## config.mk

```make
export PLATFORM = sky130hd
export DESIGN_NAME = cyclic_node_dll_state_machine_unit
export DESIGN_NICKNAME = d
export VERILOG_FILES = /design/src/rtl/cndsm_pkg.sv /design/src/rtl/cndsm_next_state.sv /design/src/rtl/cyclic_node_dll_state_machine_unit.sv
export VERILOG_INCLUDE_DIRS = /design/src /design/src/rtl
export SDC_FILE = /design/constraint.sdc
export NUM_CORES = 1
export LEC_CHECK = 0
export BUFFER_PORTS_ARGS = -buffer_cell sky130_fd_sc_hd__buf_4
export CAP_MARGIN = 20
export CORE_MARGIN = 2
export CORE_UTILIZATION = 30
export DETAILED_ROUTE_END_ITERATION = 7
export PLACE_DENSITY = 0.56
export SETUP_SLACK_MARGIN = 0.02
export SYNTH_ARGS = -nofsm -noshare
export SYNTH_HDL_FRONTEND = slang
export SYNTH_SLANG_ARGS = --single-unit
```

## constraint.sdc

```tcl
create_clock -name clk -period 4.85 [get_ports clk]
set_clock_uncertainty 0.2 [all_clocks]
set_input_delay 0.7275 -clock clk [delete_from_list [all_inputs] [get_ports clk]]
set_output_delay 0.7275 -clock clk [all_outputs]
set_load 0.01 [all_outputs]
```

## src/rtl/cyclic_node_dll_state_machine_unit_defines.svh

```systemverilog
// ----------------------------------------------------------------------------
// Assertion macros for the cyclic node DLL state machine
// Shared property wrappers, clocked on clk and disabled during reset.
// ----------------------------------------------------------------------------
`ifndef CYCLIC_NODE_DLL_STATE_MACHINE_UNIT_DEFINES_SVH
`define CYCLIC_NODE_DLL_STATE_MACHINE_UNIT_DEFINES_SVH

// Check that the consequent holds in the same cycle as the antecedent
`define CNDSM_ASSERT_SAME(label, ante, cons, msg) \
    label: assert property (@(posedge clk) disable iff (!rst_n) (ante) |-> (cons)) \
        else $error(msg);

// Check that the consequent holds in the cycle after the antecedent
`define CNDSM_ASSERT_NEXT(label, ante, cons, msg) \
    label: assert property (@(posedge clk) disable iff (!rst_n) (ante) |=> (cons)) \
        else $error(msg);

`endif

```

## src/rtl/cndsm_pkg.sv

```systemverilog
// ----------------------------------------------------------------------------
// cndsm_pkg
// Types and codes shared by the controlled-node DLL state machine modules.
// ----------------------------------------------------------------------------
package cndsm_pkg;

    // DLL states
    typedef enum logic [1:0] {
        ST_INIT      = 2'd0,
        ST_WAIT_PREQ = 2'd1,
        ST_WAIT_SOC  = 2'd2,
        ST_WAIT_SOA  = 2'd3
    } dll_state_t;

    // Event kinds
    typedef enum logic [2:0] {
        EV_SOC     = 3'd0,
        EV_PREQ    = 3'd1,
        EV_PRES    = 3'd2,
        EV_SOA     = 3'd3,
        EV_ASND    = 3'd4,
        EV_TIMEOUT = 3'd5,
        EV_AINV    = 3'd6,
        EV_OTHER   = 3'd7
    } ev_kind_t;

    // Management-state classes
    localparam logic [2:0] CLS_OFF         = 3'd0;
    localparam logic [2:0] CLS_PREOP1      = 3'd1;
    localparam logic [2:0] CLS_PREOP2      = 3'd2;
    localparam logic [2:0] CLS_READY       = 3'd3;
    localparam logic [2:0] CLS_OPERATIONAL = 3'd4;
    localparam logic [2:0] CLS_STOPPED     = 3'd5;
    localparam logic [2:0] CLS_OTHER       = 3'd6;
    localparam logic [2:0] CLS_RESERVED    = 3'd7;

    // State carried from one event to the next
    typedef struct packed {
        dll_state_t dll_state;
        logic       loss_reported;
        logic       timeout_seen;
    } node_state_t;

    // Flags produced by one event
    typedef struct packed {
        logic loss_soc;
        logic loss_soa;
        logic loss_preq;
        logic preq_received;
        logic error_post;
    } flags_t;

endpackage

```

## src/rtl/cndsm_next_state.sv

```systemverilog
// ----------------------------------------------------------------------------
// cndsm_next_state
// Next-state and flag decode for one event against the current node state.
// ----------------------------------------------------------------------------
module cndsm_next_state
    import cndsm_pkg::*;
(
    input  logic [2:0]  kind,
    input  logic [2:0]  nmt_class,
    input  logic        mux_cycle_zero,
    input  logic        async_invite_enabled,
    input  node_state_t cur,
    output node_state_t nxt,
    output flags_t      flags
);

    ev_kind_t ev;
    logic     ready;
    logic     preop2;
    logic     soc;
    logic     soa;
    logic     preq;
    logic     rpreq;

    // Fold a disabled AInv into the catch-all event
    always_comb
    begin
        ev = ev_kind_t'(kind);
        if (ev == EV_AINV && !async_invite_enabled)
        begin
            ev = EV_OTHER;
        end
    end

    assign ready  = (nmt_class == CLS_READY || nmt_class == CLS_OPERATIONAL) && mux_cycle_zero;
    assign preop2 = (nmt_class == CLS_PREOP2);

    // Decode transition and loss reports
    always_comb
    begin
        logic lr;
        logic ts;
        logic fire_soc;
        logic fire_tmo;

        // once-per-cycle report helpers on the current flags
        lr       = cur.loss_reported;
        ts       = cur.timeout_seen;
        fire_soc = !lr;
        fire_tmo = !lr || ts;

        nxt   = cur;
        soc   = 1'b0;
        soa   = 1'b0;
        preq  = 1'b0;
        rpreq = 1'b0;

        case (nmt_class)
            CLS_OFF:
            begin
                nxt.dll_state = ST_INIT;
            end
            CLS_PREOP1:
            begin
                nxt.dll_state = (ev == EV_SOC) ? ST_WAIT_PREQ : ST_INIT;
            end
            CLS_PREOP2, CLS_READY, CLS_OPERATIONAL:
            begin
                case (cur.dll_state)
                    ST_INIT:
                    begin
                        nxt.dll_state = ST_WAIT_PREQ;
                    end
                    ST_WAIT_PREQ:
                    begin
                        case (ev)
                            EV_PREQ:
                            begin
                                rpreq         = 1'b1;
                                nxt.dll_state = ST_WAIT_SOA;
                            end
                            EV_TIMEOUT:
                            begin
                                if (!preop2)
                                begin
                                    soc               = fire_tmo;
                                    nxt.loss_reported = 1'b1;
                                    nxt.timeout_seen  = 1'b1;
                                    soa               = 1'b1;
                                    nxt.dll_state     = ST_WAIT_SOC;
                                end
                            end
                            EV_AINV:
                            begin
                                preq          = ready;
                                soa           = ready;
                                nxt.dll_state = ST_WAIT_SOC;
                            end
                            EV_SOA:
                            begin
                                preq          = ready;
                                nxt.dll_state = ST_WAIT_SOC;
                            end
                            EV_SOC, EV_ASND:
                            begin
                                soa = 1'b1;
                            end
                            default:
                            begin
                            end
                        endcase
                    end
                    ST_WAIT_SOC:
                    begin
                        case (ev)
                            EV_SOC:
                            begin
                                nxt.dll_state     = ST_WAIT_PREQ;
                                nxt.loss_reported = 1'b0;
                                nxt.timeout_seen  = 1'b0;
                            end
                            EV_TIMEOUT:
                            begin
                                if (!preop2)
                                begin
                                    soc               = fire_tmo;
                                    nxt.loss_reported = 1'b1;
                                    nxt.timeout_seen  = 1'b1;
                                end
                            end
                            EV_PRES, EV_PREQ:
                            begin
                                nxt.dll_state     = ST_WAIT_SOA;
                                soc               = fire_soc;
                                nxt.loss_reported = 1'b1;
                            end
                            EV_SOA:
                            begin
                                if (preop2)
                                begin
                                    soc = 1'b1;
                                end
                                else
                                begin
                                    soc               = fire_soc;
                                    nxt.loss_reported = 1'b1;
                                end
                            end
                            default:
                            begin
                            end
                        endcase
                    end
                    default:
                    begin
                        // wait SoA
                        case (ev)
                            EV_TIMEOUT:
                            begin
                                if (!preop2)
                                begin
                                    soc               = fire_tmo;
                                    nxt.loss_reported = 1'b1;
                                    nxt.timeout_seen  = 1'b1;
                                    nxt.dll_state     = ST_WAIT_SOC;
                                end
                            end
                            EV_PREQ:
                            begin
                                // report against old flags, then clear for the new cycle
                                soc               = fire_soc;
                                soa               = 1'b1;
                                nxt.dll_state     = ST_WAIT_SOC;
                                nxt.loss_reported = 1'b0;
                                nxt.timeout_seen  = 1'b0;
                            end
                            EV_SOA:
                            begin
                                nxt.dll_state     = ST_WAIT_SOC;
                                nxt.loss_reported = 1'b0;
                                nxt.timeout_seen  = 1'b0;
                            end
                            EV_SOC:
                            begin
                                soa           = 1'b1;
                                nxt.dll_state = ST_WAIT_PREQ;
                            end
                            EV_ASND:
                            begin
                                soa = 1'b1;
                            end
                            default:
                            begin
                            end
                        endcase
                    end
                endcase
            end
            CLS_STOPPED:
            begin
                case (cur.dll_state)
                    ST_INIT:
                    begin
                        nxt.dll_state = ST_WAIT_SOA;
                    end
                    ST_WAIT_PREQ:
                    begin
                        case (ev)
                            EV_PREQ:
                            begin
                                nxt.dll_state = ST_WAIT_SOA;
                            end
                            EV_TIMEOUT:
                            begin
                                soc               = fire_tmo;
                                nxt.loss_reported = 1'b1;
                                nxt.timeout_seen  = 1'b1;
                                soa               = 1'b1;
                                nxt.dll_state     = ST_WAIT_SOC;
                            end
                            EV_SOA:
                            begin
                                nxt.dll_state = ST_WAIT_SOC;
                            end
                            EV_SOC, EV_ASND:
                            begin
                                soa = 1'b1;
                            end
                            default:
                            begin
                            end
                        endcase
                    end
                    ST_WAIT_SOC:
                    begin
                        case (ev)
                            EV_SOC:
                            begin
                                nxt.dll_state = ST_WAIT_SOA;
                            end
                            EV_PREQ, EV_SOA:
                            begin
                                soc               = fire_soc;
                                nxt.loss_reported = 1'b1;
                            end
                            EV_TIMEOUT:
                            begin
                                soc               = fire_tmo;
                                nxt.loss_reported = 1'b1;
                                nxt.timeout_seen  = 1'b1;
                            end
                            default:
                            begin
                            end
                        endcase
                    end
                    default:
                    begin
                        // wait SoA
                        case (ev)
                            EV_TIMEOUT:
                            begin
                                soc               = fire_tmo;
                                nxt.loss_reported = 1'b1;
                                nxt.timeout_seen  = 1'b1;
                                soa               = 1'b1;
                                nxt.dll_state     = ST_WAIT_SOC;
                            end
                            EV_AINV:
                            begin
                                soa           = 1'b1;
                                nxt.dll_state = ST_WAIT_SOC;
                            end
                            EV_SOA:
                            begin
                                nxt.dll_state = ST_WAIT_SOC;
                            end
                            EV_SOC, EV_ASND:
                            begin
                                soa = 1'b1;
                            end
                            default:
                            begin
                            end
                        endcase
                    end
                endcase
            end
            default:
            begin
                // unknown class: hold everything
            end
        endcase
    end

    // Pack the flags
    always_comb
    begin
        flags.loss_soc      = soc;
        flags.loss_soa      = soa;
        flags.loss_preq     = preq;
        flags.preq_received = rpreq;
        flags.error_post    = soc | soa | preq | rpreq;
    end

endmodule

```

## src/rtl/cyclic_node_dll_state_machine_unit.sv

```systemverilog
// ----------------------------------------------------------------------------
// cyclic_node_dll_state_machine_unit
// Controlled-node DLL state machine with registered event and result beats.
// ----------------------------------------------------------------------------
// One event beat is taken per clock while evt_stall is low: the event is
// captured in an input register at the accepting edge, decoded against the
// DLL state and loss-report flags, and written with the new state into the
// result register once that register is free or draining, which raises
// res_valid. The state registers update in the same edge that loads the
// result, so back-to-back events chain without bubbles; the input register
// lets one more event in while a result beat is held by res_stall. cfg_wr_en
// writes async_invite_enabled into a register.
module cyclic_node_dll_state_machine_unit
    import cndsm_pkg::*;
(
    input  logic       clk,
    input  logic       rst_n,

    input  logic       cfg_wr_en,
    input  logic       cfg_wr_data,

    input  logic       evt_valid,
    output logic       evt_stall,
    input  logic [2:0] kind,
    input  logic [2:0] nmt_class,
    input  logic       mux_cycle_zero,

    output logic       res_valid,
    input  logic       res_stall,
    output logic [1:0] dll_state_out,
    output logic       loss_soc,
    output logic       loss_soa,
    output logic       loss_preq,
    output logic       preq_received,
    output logic       error_post
);

`include "cyclic_node_dll_state_machine_unit_defines.svh"

    logic        ainv_en_reg;
    logic        in_vld_reg;
    logic [2:0]  kind_reg;
    logic [2:0]  cls_reg;
    logic        mux0_reg;
    node_state_t state_reg;
    node_state_t state_next;
    flags_t      flags_next;
    logic        res_vld_reg;
    logic [1:0]  res_state_reg;
    flags_t      res_flags_reg;
    logic        advance;
    logic        evt_take;

    // Move the input beat forward when the result register is free or draining
    assign advance   = in_vld_reg && (!res_vld_reg || !res_stall);
    assign evt_stall = in_vld_reg && !advance;
    assign evt_take  = evt_valid && !evt_stall;

    // Hold configuration
    always_ff @(posedge clk or negedge rst_n)
    begin
        if (!rst_n)
        begin
            ainv_en_reg <= 1'b0;
        end
        else if (cfg_wr_en)
        begin
            ainv_en_reg <= cfg_wr_data;
        end
    end

    // Capture the event beat
    always_ff @(posedge clk or negedge rst_n)
    begin
        if (!rst_n)
        begin
            in_vld_reg <= 1'b0;
        end
        else if (evt_take)
        begin
            in_vld_reg <= 1'b1;
        end
        else if (advance)
        begin
            in_vld_reg <= 1'b0;
        end
    end

    always_ff @(posedge clk)
    begin
        if (evt_take)
        begin
            kind_reg <= kind;
            cls_reg  <= nmt_class;
            mux0_reg <= mux_cycle_zero;
        end
    end

    // Decode the held event
    cndsm_next_state u_next_state (
        .kind                 (kind_reg),
        .nmt_class            (cls_reg),
        .mux_cycle_zero       (mux0_reg),
        .async_invite_enabled (ainv_en_reg),
        .cur                  (state_reg),
        .nxt                  (state_next),
        .flags                (flags_next)
    );

    // Advance node state with the result
    always_ff @(posedge clk or negedge rst_n)
    begin
        if (!rst_n)
        begin
            state_reg   <= '{dll_state: ST_INIT, loss_reported: 1'b0, timeout_seen: 1'b0};
            res_vld_reg <= 1'b0;
        end
        else
        begin
            if (advance)
            begin
                state_reg   <= state_next;
                res_vld_reg <= 1'b1;
            end
            else if (!res_stall)
            begin
                res_vld_reg <= 1'b0;
            end
        end
    end

    always_ff @(posedge clk)
    begin
        if (advance)
        begin
            res_state_reg <= state_next.dll_state;
            res_flags_reg <= flags_next;
        end
    end

    assign res_valid     = res_vld_reg;
    assign dll_state_out = res_state_reg;
    assign loss_soc      = res_flags_reg.loss_soc;
    assign loss_soa      = res_flags_reg.loss_soa;
    assign loss_preq     = res_flags_reg.loss_preq;
    assign preq_received = res_flags_reg.preq_received;
    assign error_post    = res_flags_reg.error_post;

    // Checks
    `CNDSM_ASSERT_SAME(a_err_post_or, res_valid, error_post == (loss_soc | loss_soa | loss_preq | preq_received), "error_post differs from the OR of the flags")
    `CNDSM_ASSERT_SAME(a_preq_to_soa, res_valid && preq_received, dll_state_out == ST_WAIT_SOA, "poll request accepted without moving to wait SoA")
    `CNDSM_ASSERT_SAME(a_stall_full, evt_stall, in_vld_reg && res_vld_reg && res_stall, "event stalled with room in the pipeline")
    `CNDSM_ASSERT_NEXT(a_unknown_hold, advance && (cls_reg == CLS_OTHER || cls_reg == CLS_RESERVED), state_reg == $past(state_reg) && !error_post, "unknown class changed state or raised a flag")
    `CNDSM_ASSERT_NEXT(a_soc_marks, advance && flags_next.loss_soc, state_reg.loss_reported || state_reg.dll_state == ST_WAIT_SOC, "SoC loss reported without marking the cycle")

endmodule

```

==> flow_summary.toml <==
[clocking]
clock_latency_ns = 0.26
h-tree-depth = 1
post-cts-setup-buffers = 0
ctsHoldBuffers = 0
tritoncts = "done"
numCtsBuffers = 3
ctsResizeCount = 0
clkSinkCount = 21
cts_root_buf = "clkbuf_8"
clock_path_buffers = 2
clk_pin_slew_ns = 0.08

[routing]
drt-met1-wl_um = 1680
wire_per_inst_um = 14.4
viasPerCell = 5.29
wl_met2_um = 1660
top_layer_used = "met4"
drc = 0
wl_um = 3700
drt_iter0_markers = 137
routed-via-count = 1365
ant_nets = 0
dr.pass1.iters = 4
wl_met3_um = 346

[final_layout]
syn_to_final_growth_pct = 13.3
final_nets = 206
mostFrequentLayoutCell = "buf_4"
drive_above_1_share_pct = 16.5
mostFrequentLayoutCells = "21 x buf_4, 17 x nand2_1, 14 x edfxtp_1"
largest_reg_flops = 4
seq_area_um2 = 596
fill_cells = 528
n_antenna_cell = 0
multi_input_area_um2 = 876

[setup_path]
critical_path_class = "reg2reg"
cp_data_required_time_ns = 4.67
worst_setup_path_end_kind = "flip-flop"
cp.arrival_ns = 2.30
startpoint_type = "flip-flop"
path_max_fanout = 15
r2r_cells = 7

[timing]
fmax_ghz = 0.403
relSlewSlack_pct = 51.7
rsz0062_at_grt = "no"
tns_ns = 0
drv_slew = 0
finalCriticalPeriod_ns = 2.48
setup_ws_ns = 2.37
whs_ns = 0.0643
period_share_pct = 51.1
worst_slew_pin_slew_ns = 0.724
finalSetupViolations = 0
timing.final.hold_violations = 0

[synth]
async_reset_ff_share_pct = 33.3
synth_area_per_cell_um2 = 9.02
yosysSeqAreaShare_pct = 37.5
synth_edf_count = 14
ys_warn_count = 0
synth_cell_types = 53
ys_ff_latch = 21
synth-main-ff-cell = "edfxtp_1"
syn_inst = 176
syn_nets = 193
syn_area_um2 = 1590

[run_status]
status = "finished clean"

[power_and_ir_drop]
powerDensity_nw_per_um2 = 374
ir_drop_mv = 0.158
power.leakage_nw = 0.695
total_power_mw = 0.673

[worst_hold_path]
min-delay-path-class = "in2async"

[placed_design]
dp.final_hpwl_um = 2680
gp_congestion = 0.929
port_buffers = 21
pre_cts_slack_ns = 2.41

[global_routing]
grt_pass1_wl_um = 5970
grt_remaining_overflow = 0
grt_max_degree = 24
antenna_found_initial = 0
grt.total_usage_pct = 12.7
grt_pass1_vias = 1196

[die]
initial_core_util_pct = 31.1
die_height_um = 76.8
core_um2 = 5110
die_area_um2 = 5890
std_cell_rows = 26
die_x_um = 76.8
io_pins = 22

[job]
maxCapViolations = 0
[critical path, stage by stage, from the launching register on]
cell     delay, ns
dfrtp_1       0.53
inv_1         0.14
ha_1          0.41
nor2b_1       0.23
a221o_1       0.32
a21oi_1       0.14
o22a_1        0.18
a21oi_1       0.07
[metal layers]
| metal | vias up | track usage [%] |
|---|---|---|
| li1 | 685 | - |
| met1 | 605 | 18.0 |
| met2 | 73 | 19.4 |
| met3 | 2 | 3.65 |
| met4 | 0 | 2.36 |
| met5 | - | 0 |
[worst paths after layout]
path                                              end                     start  slack [ns]
max                        dll_state_out[1]$_DFFE_PP_  state_reg[2]$_DFFE_PN0P_        2.37
min                          state_reg[1]$_DFFE_PN0P_                     rst_n        0.06
max reg2reg                dll_state_out[1]$_DFFE_PP_  state_reg[2]$_DFFE_PN0P_        2.37
min reg2reg                     res_valid$_DFFE_PN0P_    in_vld_reg$_DFFE_PN0P_        0.27
max in group asynchronous       res_valid$_DFFE_PN0P_                     rst_n        4.25
min in group clk                res_valid$_DFFE_PN0P_    in_vld_reg$_DFFE_PN0P_        0.27
[logic make-up after synthesis]
kind of cell	Yosys count	synth area share (%)
muxes	4	2.60
buffers and inverters	23	7.33
xor gates and xnor gates	2	1.10
and+or+nand+nor	63	22.4
DFF	21	37.5
AOI/OAI and AO/OA	59	25.9
adders and majority gates	4	3.15
[layout make-up]
type | count | area share, %
Inverter | 10 | 2.09
Tap cell | 70 | 4.87
Timing Repair Buffer | 21 | 8.76
Clock buffer | 4 | 2.50
Sequential cell | 21 | 33.1
Multi-Input combinational cell | 132 | 48.7
[synth_stat cells (all sizes together), types with 4 or more instances]
cell type  number  area [um^2]
o21ai          11         55.1
nand2          17         63.8
nor2b           4         25.0
nor2           12         45.0
and3b           4         35.0
ha              4         50.1
a31oi           6         37.5
buf             9         63.8
edfxtp         14          420
clkbuf          4         15.0
inv            10         37.5
nor3            5         25.0
dfrtp           7          175
nand3b          4         30.0
a21oi          11         55.1
[where the power goes]
part	switching (mW)	internal (mW)	total, mW
Sequential	0.0423	0.226	0.268
Combinational	0.166	0.120	0.286
Clock	0.0612	0.0586	0.120
[metrics by stage]
step | utilization [%] | area, um^2 | std cells
after global placement | 34.3 | 1750 | 254
after global routing | 35.2 | 1800 | 258
after floorplan | - | 1590 | 176
after CTS | 35.2 | 1800 | 258
after detailed placement | 34.3 | 1750 | 254
final | 35.2 | 1800 | 258
Power figures use the tool's default switching activity.
